--- config.mk ---
export PLATFORM = sky130hd
export DESIGN_NAME = kpfh_cfg
export DESIGN_NICKNAME = d
export VERILOG_FILES = /design/src/kpfh_pkg.sv /design/src/kpfh_cfg.sv
export SDC_FILE = /design/constraint.sdc
export NUM_CORES = 1
export LEC_CHECK = 0
export ABC_AREA = 1
export BUFFER_PORTS_ARGS = -buffer_cell sky130_fd_sc_hd__buf_2
export CORE_UTILIZATION = 43
export CTS_BUF_LIST = sky130_fd_sc_hd__clkbuf_8
export CTS_CLUSTER_SIZE = 24
export DETAILED_ROUTE_END_ITERATION = 10
export PLACE_DENSITY = 0.82
export SLEW_MARGIN = 30
export SYNTH_ARGS = -nofsm -noshare
export SYNTH_HDL_FRONTEND = slang
export SYNTH_SLANG_ARGS = --single-unit
--- constraint.sdc ---
create_clock -name clk -period 1 [get_ports clk]
set_input_delay 0 -clock clk [delete_from_list [all_inputs] [get_ports clk]]
set_output_delay 0 -clock clk [all_outputs]
set_load 0.02 [all_outputs]
--- src/kpfh_pkg.sv ---
// Package with shared types, constants and the hash step for the k-mer pair feature hasher.
package kpfh_pkg;

  localparam int MAX_LEN_DEF = 1024;
  localparam int RAD_MAX = 3;
  localparam int DIST_MAX = 7;
  localparam int RAD_CNT = RAD_MAX + 1;
  localparam logic [31:0] HASH_SEED = 32'hAAAAAAAA;
  localparam logic [31:0] MASK_RESET = 32'h7FFFFFFF;

  localparam logic OP_WRITE = 1'b0;
  localparam logic OP_QUERY = 1'b1;

  localparam logic [1:0] REG_RADIUS = 2'd0;
  localparam logic [1:0] REG_DISTANCE = 2'd1;
  localparam logic [1:0] REG_MASK = 2'd2;

  typedef struct packed {
    logic [1:0]  radius_limit;
    logic [2:0]  distance_limit;
    logic [31:0] hash_mask;
  } cfg_t;

  typedef enum logic [2:0] {
    ST_IDLE,
    ST_SRC_RD,
    ST_SRC_HS,
    ST_DST_RD,
    ST_DST_HS,
    ST_TUP,
    ST_EMIT
  } state_t;

  function automatic logic [31:0] hash_step(logic [31:0] h, logic odd, logic [31:0] v);
    logic [31:0] p;
    p = v * (h >> 3);
    if (!odd) begin
      return h ^ ((h << 7) ^ p);
    end
    return h ^ ~(((h << 11) + v) ^ (h >> 5));
  endfunction

endpackage

--- src/kpfh_cfg.sv ---
// APB-style configuration registers of the k-mer pair feature hasher.
module kpfh_cfg (
  input  logic          clk,
  input  logic          rst,
  input  logic          psel,
  input  logic          penable,
  input  logic          pwrite,
  input  logic [3:0]    paddr,
  input  logic [31:0]   pwdata,
  output logic [31:0]   prdata,
  output logic          pready,
  output kpfh_pkg::cfg_t cfg
);

  import kpfh_pkg::*;

  logic       wr;
  logic [1:0] reg_idx;

  assign pready = 1'b1;
  assign wr = psel && penable && pwrite;
  assign reg_idx = paddr[3:2];

  always_ff @(posedge clk) begin
    if (rst) begin
      cfg.radius_limit <= '0;
      cfg.distance_limit <= '0;
      cfg.hash_mask <= MASK_RESET;
    end else if (wr) begin
      case (reg_idx)
        REG_RADIUS: cfg.radius_limit <= pwdata[1:0];
        REG_DISTANCE: cfg.distance_limit <= pwdata[2:0];
        REG_MASK: cfg.hash_mask <= pwdata;
        default: ;
      endcase
    end
  end

  always_comb begin
    case (reg_idx)
      REG_RADIUS: prdata = {30'd0, cfg.radius_limit};
      REG_DISTANCE: prdata = {29'd0, cfg.distance_limit};
      REG_MASK: prdata = cfg.hash_mask;
      default: prdata = '0;
    endcase
  end

endmodule

**Word-level counts from Yosys, hierarchy flattened**

Cells that the tools add are included.

- Input port bits: 41
- Bits in writable memories: 0
- Logic and storage cells: 12
- Output and inout port bits: 70
- Memories kept: 0
- Bits in read-only memories: 0
- Latch bits: 0
- Flip-flop bits (word level): 37

- Add/sub/neg operators: 0
- Equal/unequal tests: 2
- Multipliers: 0
- Div/mod/pow operators: 0
- Magnitude comparators: 0
- Mux-type cells: 1
- Shift operators: 0
- Bitwise gates (word level): 0
- Reductions and logical operators: 6

Operators with widths:

| kind | number |
|---|---|
| 32-bit one-hot mux with 3 select lines | 1 |
| 2-bit AND reduction | 3 |
| 2-bit by 1-bit equality test with 1-bit output (second input constant) | 1 |
| 2-bit equality test (second input constant) | 1 |
| 1-bit logical AND | 2 |
| 2-bit zero test | 1 |

**Logic depth before layout (Yosys ltp)**

Gate-level depths: netlist of run 1.

- Depth in word-level cells: 3
- Depth in mapped cells: 6
- Depth with buffers taken out: 5

**Worst setup path before layout of run 1**

No wires, ideal clock.

- Kind: register to output
- Start point: register cfg[31] (netlist bit)
- End point: output port prdata[31]
- Stages on the path, launching flop included: 3
- Slack: 202 ps
- Path buffers: 0
- Arrival time: 798 ps
- Required time: 1000 ps
- Path through: dfxtp_1 inv_1 nor2_1

- Longest elaborated chain between the ends: 1

Ends and longest elaborated chain:

| what | line | source |
|---|---|---|
| start: declaration | kpfh_cfg.sv:12 | `output kpfh_pkg::cfg_t cfg` |
| 32-bit one-hot mux with 3 select lines | kpfh_cfg.sv:40 | `case (reg_idx)` |
| end: declaration | kpfh_cfg.sv:10 | `output logic [31:0] prdata,` |

Every way passes these cells.

**Worst setup path after layout of run 1**

- Start point: register cfg[1] (netlist bit)
- End point: output port prdata[1]

The elaborated chain is that of the path after synthesis.

==> flow_summary.toml, run 1 <==
[outcome]
status = "complete, no violations"

[sta]
fin_ws_ns = 0.0461
finalSetupViolations = 0
fin_worst_skew_ns = 0
finalCritPeriodShare_pct = 95.4
slew_viol_final = 0
tns_ns = 0
period_minus_slack_ns = 0.954
fmax_ghz = 1.05
hold_viol_final = 0

[routing]
first_iter_violations = 84
wl_per_cell_um = 10.7
vias = 2035
antenna_left = 0
viasPerCell = 4.53
drt_wl_total_um = 4800
first_pass_iters = 5
drc = 0

[global_routing]
grt_pass1_wl_um = 7390
antenna_found_initial = 0
overflow = 0
grt_max_degree = 24
busiest_layer = "met2"
met3_usage_pct = 5.11
use_met1_pct = 24.9
gr-usage-met2_pct = 43.4
grt_use_total_pct = 22.9
first_global_vias = 1732

[worst_hold_path]
min_to = "cfg[31]$_SDFFE_PP0P_"
min_path_cells = 5
hold_class = "in2reg"
hold_path_startpoint = "pwdata[31]"

[power]
powerDensity_nw_per_um2 = 1150
power_w = 0.00313
p_leak_nw = 1.70
peakVddDrop_mv = 1.02
internal_power_w = 0.00226
power_switching_w = 0.000865
power_frac_clock_pct = 30.8
p_seq_share_pct = 49.0
comb_power_share_pct = 20.3
sw_frac_of_total_pct = 27.7

[cts]
clock_latency_ns = 0.28
cts-root-buf = "clkbuf_8"
clock_path_buffers = 2
htree_num_levels = 2
numCtsBuffers = 5
cts_tree = "yes"
cts.sinks = 37
clk_pin_slew_worst_paths_ns = 0.07
post-cts-setup-buffer-count = 0

[synthesis]
synthDistinctLibCells = 14
synth_area_leader_cell = "dfxtp_1"
syn-num-nets = 299
synthCells = 258
ys_warn_count = 0
syn_area_per_cell_um2 = 6.59
synth_top_area_share_pct = 43.6
netlist_top_cells_area = "dfxtp_1, nand2_1, nand3_1"
syn_area_um2 = 1700
ys_seq_area_share_pct = 43.6
synth-seq-cells = 37

[cells_and_area]
num_antenna_cells = 0
fin_util_pct = 73.0
drive_above_1_share_pct = 35.4
final_cell_mix = "buf_2, nand2_1, nor2_1"
layout-area-overhead-vs-synth_pct = 59.5
largest_reg_flops = 37
top_regs = "cfg x37"
stdcell_area_um2 = 2710
fin_nets = 441
regMostFlops = "cfg"
mostFrequentLayoutCell = "buf_2"

[job]
max_cap_viol_count = 0

[placed_design]
dpl.hpwl_um = 3040
portBuffers = 107
dp_slack_ns = 0.139
gp_congestion = 0.772
dpl-instance-area_um2 = 2280

[critical_path]
crit_path_end_kind = "primary output"
r2r_setup_slack_ns = 0.41
reg2reg_from = "cfg[1]$_SDFFE_PP1P_"
worstSetupPathType = "reg2out"
max_stage_delay_ns = 0.40
critPathRequiredTime_ns = 1.00
cp_data_arrival_time_ns = 0.95
reg2regPathDepth = 2
crit_fanout = 3
crit_path_top_delay_cell = "dfxtp_1"
path_cells = "nand2_1 > nand3_1 > buf_4"
r2r_end = "cfg[1]$_SDFFE_PP1P_"
worstSetupStartpointType = "flop"

[floorplanning]
start_util_pct = 45.8
pin_count = 111
fp.dieW_um = 64.9
dieArea_um2 = 4210
std_cell_rows = 22
die_h_um = 64.9
core_area_um2 = 3720
[routing by layer]
metal / share of wire (%) / vias to the layer above
met2: 53 / 81
met4: 0.83 / 0
li1: - / 1048
met3: 5.7 / 6
met5: 0 / -
met1: 41 / 900
[cell usage after synthesis, drive strengths merged]
master,count
buf,10
clkbuf,3
conb,1
dfxtp,37
inv,37
nand2,82
nand3,40
nor2,48
[metrics by stage]
stage	instances	hold WS, ns
after floorplan	258	0.126
after CTS	449	0.0422
final	449	0.0464
after detailed placement	410	0.217
after global placement	410	0.209
after global routing	449	0.0939
[cells by family after synthesis]
group | share of synthesized area [%]
simple gates | 41.8
buf+inv | 14.4
flops | 43.6
other cells | 0.221
[final cells by class]
class	count	area [µm²]
inverters	37	139
clock inverters	3	13.8
fillers	311	1000
multi-input cells	171	717
flip-flops and latches	37	752
clock buffers	5	68.8
well taps	48	60.1
repair buffers	148	961
[worst max-delay path by stage]
stage / start / to / slack (ns) / depth (start not counted)
finish: cfg[1]$_SDFFE_PP1P_ / prdata[1] / 0.05 / 3
global route: cfg[31]$_SDFFE_PP0P_ / prdata[31] / -0.02 / 3
CTS: cfg[20]$_SDFFE_PP1P_ / prdata[20] / 0.04 / 3
detailed placement: paddr[3] / cfg[7]$_SDFFE_PP1P_ / 0.14 / 7
global placement: paddr[3] / cfg[4]$_SDFFE_PP1P_ / 0.16 / 7
floorplan: cfg[31]$_SDFFE_PP0P_ / prdata[31] / 0.20 / 2
[worst max-delay path: cells and delay by family, from the launching register on]
kind          cells  cell delay (ns)
flops             1             0.40
simple gates      2             0.14
buf+inv           1             0.14
[what timing repair did]
action,CTS,global route
resized for setup,0,21
endpoints found under the setup margin,0,16
hold endpoints to repair,31,0
hold buffers,31,0
[power groups by stage]
stage	Sequential (W)	Combinational [W]	Clock, W
after floorplan	0.00160	0.000270	0
final	0.00153	0.000634	0.000963
after detailed placement	0.00156	0.000521	0
after global placement	0.00156	0.000515	0
after CTS	0.00153	0.000615	0.000993
after global routing	0.00154	0.000688	0.00106
Note: power is estimated with default switching activity, not from simulation.
==> run 2, diff against run 1 <==
--- a/config.mk
+++ b/config.mk
@@ -7,11 +7,13 @@
 export LEC_CHECK = 0
 export ABC_AREA = 1
 export BUFFER_PORTS_ARGS = -buffer_cell sky130_fd_sc_hd__buf_2
-export CORE_UTILIZATION = 43
+export CELL_PAD_IN_SITES_DETAIL_PLACEMENT = 0
+export CELL_PAD_IN_SITES_GLOBAL_PLACEMENT = 2
+export CORE_UTILIZATION = 20
 export CTS_BUF_LIST = sky130_fd_sc_hd__clkbuf_8
 export CTS_CLUSTER_SIZE = 24
 export DETAILED_ROUTE_END_ITERATION = 10
-export PLACE_DENSITY = 0.82
+export PLACE_DENSITY_LB_ADDON = 0.1
 export SLEW_MARGIN = 30
 export SYNTH_ARGS = -nofsm -noshare
 export SYNTH_HDL_FRONTEND = slang
==> flow_summary.toml, run 2 (synthesis gave the netlist of run 1 again) <==
[outcome]
status = "complete, no violations"

[cells_and_area]
fin_util_pct = 34.7
num_antenna_cells = 0
seq_area_um2 = 772
multi_input_area_um2 = 724
top_regs = "cfg x37"
fill_cells = 962
largest_reg_flops = 37
regMostFlops = "cfg"
layout-area-overhead-vs-synth_pct = 67.9
mostFrequentLayoutCell = "buf_2"
final_cell_mix = "buf_2, nand2_1, nor2_1"
drive_above_1_share_pct = 40.0
fin_nets = 441

[sta]
hold_viol_final = 0
fin_worst_skew_ns = 0
period_minus_slack_ns = 0.932
finalCritPeriodShare_pct = 93.2
whs_ns = 0.0421
finalSetupViolations = 0
fmax_ghz = 1.07
slew_viol_final = 0

[critical_path]
crit_fanout = 3
critPathRequiredTime_ns = 1.00
worstSetupPathType = "reg2out"
crit_path_end_kind = "primary output"
r2r_setup_slack_ns = 0.41
cp_data_arrival_time_ns = 0.93
worstSetupStartpointType = "flop"

[placed_design]
dpl.hpwl_um = 3920
portBuffers = 107
gp_congestion = 0.742

[power]
power_w = 0.00324
p_leak_nw = 1.71
peakVddDrop_mv = 0.438
powerDensity_nw_per_um2 = 1140

[global_routing]
grt_max_degree = 30
grt_pass1_wl_um = 8250
grt_use_total_pct = 12.2
antenna_found_initial = 0
overflow = 0
first_global_vias = 1683

[routing]
antenna_left = 0
viasPerCell = 3.90
vias = 1971
wl_per_cell_um = 10.8
drt_wl_total_um = 5430
first_iter_violations = 21
first_pass_iters = 4
drc = 0

[cts]
clk_pin_slew_worst_paths_ns = 0.07
cts_tree = "yes"
cts.sinks = 37
cts-root-buf = "clkbuf_8"
htree_num_levels = 2
numCtsBuffers = 5
clock_latency_ns = 0.28
post-cts-setup-buffer-count = 0
clock_path_buffers = 2

[floorplanning]
pin_count = 111
die_h_um = 94.2
core_area_um2 = 8220
fp.dieW_um = 94.2
start_util_pct = 20.7
std_cell_rows = 33
dieArea_um2 = 8870

[worst_hold_path]
hold_class = "in2reg"

[job]
max_cap_viol_count = 0
[run 2: timing repair]
item	CTS	global route
hold endpoints to repair	31	0
resized for setup	0	51
hold buffers	31	0
endpoints found under the setup margin	0	30
[run 2: per-layer routing]
layer | part of all wire, % | GRT usage (%) | vias to the layer above
li1 | - | - | 1049
met1 | 45 | 14.9 | 858
met2 | 48 | 20.4 | 58
met3 | 5.4 | 3.32 | 6
met4 | 1.3 | 4.23 | 0
met5 | 0 | 0 | -
[run 2: cell type report]
type	instances	share of cell area (%)
inverters	37	4.86
repair buffers	148	35.1
well taps	105	4.60
clock inverters	1	0.131
flip-flops and latches	37	27.0
clock buffers	6	2.89
multi-input cells	171	25.4
[run 2: report_power, final]
group | internal, W | total [W] | switching (W) | leakage [nW]
Clock | 0.000537 | 0.00105 | 0.000515 | 0.0485
Combinational | 0.000300 | 0.000655 | 0.000354 | 1.36
Sequential | 0.00151 | 0.00154 | 0.0000255 | 0.295
[run 2: stage by stage]
| step | worst slack [ns] | TNS, ns | std cells | instance area [µm²] |
|---|---|---|---|---|
| floorplan | 0.202 | 0 | 258 | 1700 |
| global route | -0.00229 | -0.00229 | 505 | 2860 |
| finish | 0.0682 | 0 | 505 | 2860 |
| global placement | 0.131 | 0 | 467 | 2360 |
| detailed placement | 0.129 | 0 | 467 | 2360 |
| CTS | 0.00362 | 0 | 505 | 2760 |
[run 2: worst paths after layout]
check,start,to,cells past startpoint
worst max-delay path,cfg[26]$_SDFFE_PP1P_,prdata[26],3
worst min-delay path,pwdata[31],cfg[31]$_SDFFE_PP0P_,5
worst max register to register,cfg[33]$_SDFFE_PP0P_,cfg[33]$_SDFFE_PP0P_,2
worst min register to register,cfg[19]$_SDFFE_PP1P_,cfg[19]$_SDFFE_PP1P_,2
[run 2: critical path, cell delays in order (launching register included)]
cell,delay (ns)
dfxtp_1,0.36
inv_1,0.05
nor2_1,0.10
buf_4,0.15
==> run 3, diff against run 2 <==
--- a/config.mk
+++ b/config.mk
@@ -7,7 +7,7 @@
 export LEC_CHECK = 0
 export ABC_AREA = 1
 export BUFFER_PORTS_ARGS = -buffer_cell sky130_fd_sc_hd__buf_2
-export CELL_PAD_IN_SITES_DETAIL_PLACEMENT = 0
+export CELL_PAD_IN_SITES_DETAIL_PLACEMENT = 1
 export CELL_PAD_IN_SITES_GLOBAL_PLACEMENT = 2
 export CORE_UTILIZATION = 20
 export CTS_BUF_LIST = sky130_fd_sc_hd__clkbuf_8
==> flow_summary.toml, run 3 (synthesis gave the netlist of run 1 again) <==
[cts]
cts.sinks = 37
numCtsBuffers = 5
cts_tree = "yes"
cts-root-buf = "clkbuf_8"
htree_num_levels = 2
clk_pin_slew_worst_paths_ns = 0.07
clock_path_buffers = 2
clock_latency_ns = 0.28

[global_routing]
grt_max_degree = 30
grt_use_total_pct = 13.2
antenna_found_initial = 0
first_global_vias = 1962
overflow = 0
grt_pass1_wl_um = 9140

[job]
max_cap_viol_count = 0

[power]
powerDensity_nw_per_um2 = 1220
peakVddDrop_mv = 0.411
p_leak_nw = 1.71

[critical_path]
worstSetupStartpointType = "flop"
critPathRequiredTime_ns = 1.00
crit_fanout = 3
worstSetupPathType = "reg2out"
cp_data_arrival_time_ns = 0.94
crit_path_end_kind = "primary output"

[routing]
viasPerCell = 3.98
first_pass_iters = 4
vias = 2017
drt_wl_total_um = 5700
first_iter_violations = 20
drc = 0
antenna_left = 0
wl_per_cell_um = 11.2

[cells_and_area]
regMostFlops = "cfg"
layout-area-overhead-vs-synth_pct = 70.0
fin_util_pct = 35.2
mostFrequentLayoutCell = "buf_2"
drive_above_1_share_pct = 41.5
final_cell_mix = "buf_2, nand2_1, nor2_1"
largest_reg_flops = 37
top_regs = "cfg x37"
stdcell_area_um2 = 2890
fin_nets = 442
num_antenna_cells = 0
stdcell_count = 507

[placed_design]
portBuffers = 107
dpl.hpwl_um = 4160
dpl-instance-area_um2 = 2360
placedCellCount = 467
gp_congestion = 0.742

[sta]
finalCritPeriodShare_pct = 93.8
period_minus_slack_ns = 0.938
rsz0062_at_grt = "true"
fin_worst_skew_ns = 0
finalSetupViolations = 0
fmax_ghz = 1.07
tns_ns = 0
whs_ns = 0.0441
slew_viol_final = 0
hold_viol_final = 0

[floorplanning]
start_util_pct = 20.7
dieArea_um2 = 8870
die_h_um = 94.2
fp.dieW_um = 94.2
core_area_um2 = 8220
std_cell_rows = 33
pin_count = 111

[outcome]
status = "complete, no violations"

[worst_hold_path]
hold_class = "in2reg"
run 3: changes by cell type in the layout (fill, tap and decap cells not counted):
cell and delta:
nand3_2 -1, nor2_2 -1, nand3_1 +1, bufinv_16 +1
inv_1 -1, dfxtp_2 +6, inv_2 +1, dfxtp_1 -6
buf_2 +1, nor2_1 +1
run 3: final cells by class:
class / count / area [µm²]
Multi-Input combinational cell: 171 / 717
Sequential cell: 37 / 779
Clock inverter: 2 / 33.8
Inverter: 37 / 139
Timing Repair Buffer: 149 / 1010
Fill cell: 1050 / 5330
Clock buffer: 6 / 82.6
Tap cell: 105 / 131
run 3: through the flow:
step	total power [W]	setup slack [ns]
floorplan	0.00187	0.202
global placement	0.00210	0.131
detailed placement	0.00211	0.122
CTS	0.00358	0.00389
global route	0.00373	-0.00607
finish	0.00352	0.0619
run 3: power breakdown:
part | switching [W] | internal (W)
logic | 0.000357 | 0.000300
registers | 0.0000255 | 0.00151
clock network | 0.000528 | 0.000803
run 3: final timing paths:
kind | from | endpoint | slack [ns] | cells past startpoint
max | cfg[36]$_SDFFE_PP0P_ | prdata[1] | 0.06 | 3
max reg2reg | cfg[29]$_SDFFE_PP1P_ | cfg[29]$_SDFFE_PP1P_ | 0.33 | 3
min | pwdata[31] | cfg[31]$_SDFFE_PP0P_ | 0.04 | 5
min reg2reg | cfg[7]$_SDFFE_PP1P_ | cfg[7]$_SDFFE_PP1P_ | 0.46 | 2
run 3: timing repair:
action	CTS	global route
hold buffers	31	0
endpoints found under the hold margin	31	0
setup buffers	0	1
gates resized for setup	0	55
endpoints found under the setup margin	0	30
run 3: per-layer routing:
layer  share of wire (%)  vias up  GRT usage, %
met5                   0        -             0
met4                0.83        0          3.85
met3                 6.0        5          2.99
met1                  44      904          15.6
li1                    -     1051             -
met2                  49       57          23.4
run 3: critical path, cell delays in order (launching register included):
cell and delay (ns):
dfxtp_2 0.34, nand2_1 0.06, nand3_1 0.10, buf_2 0.16
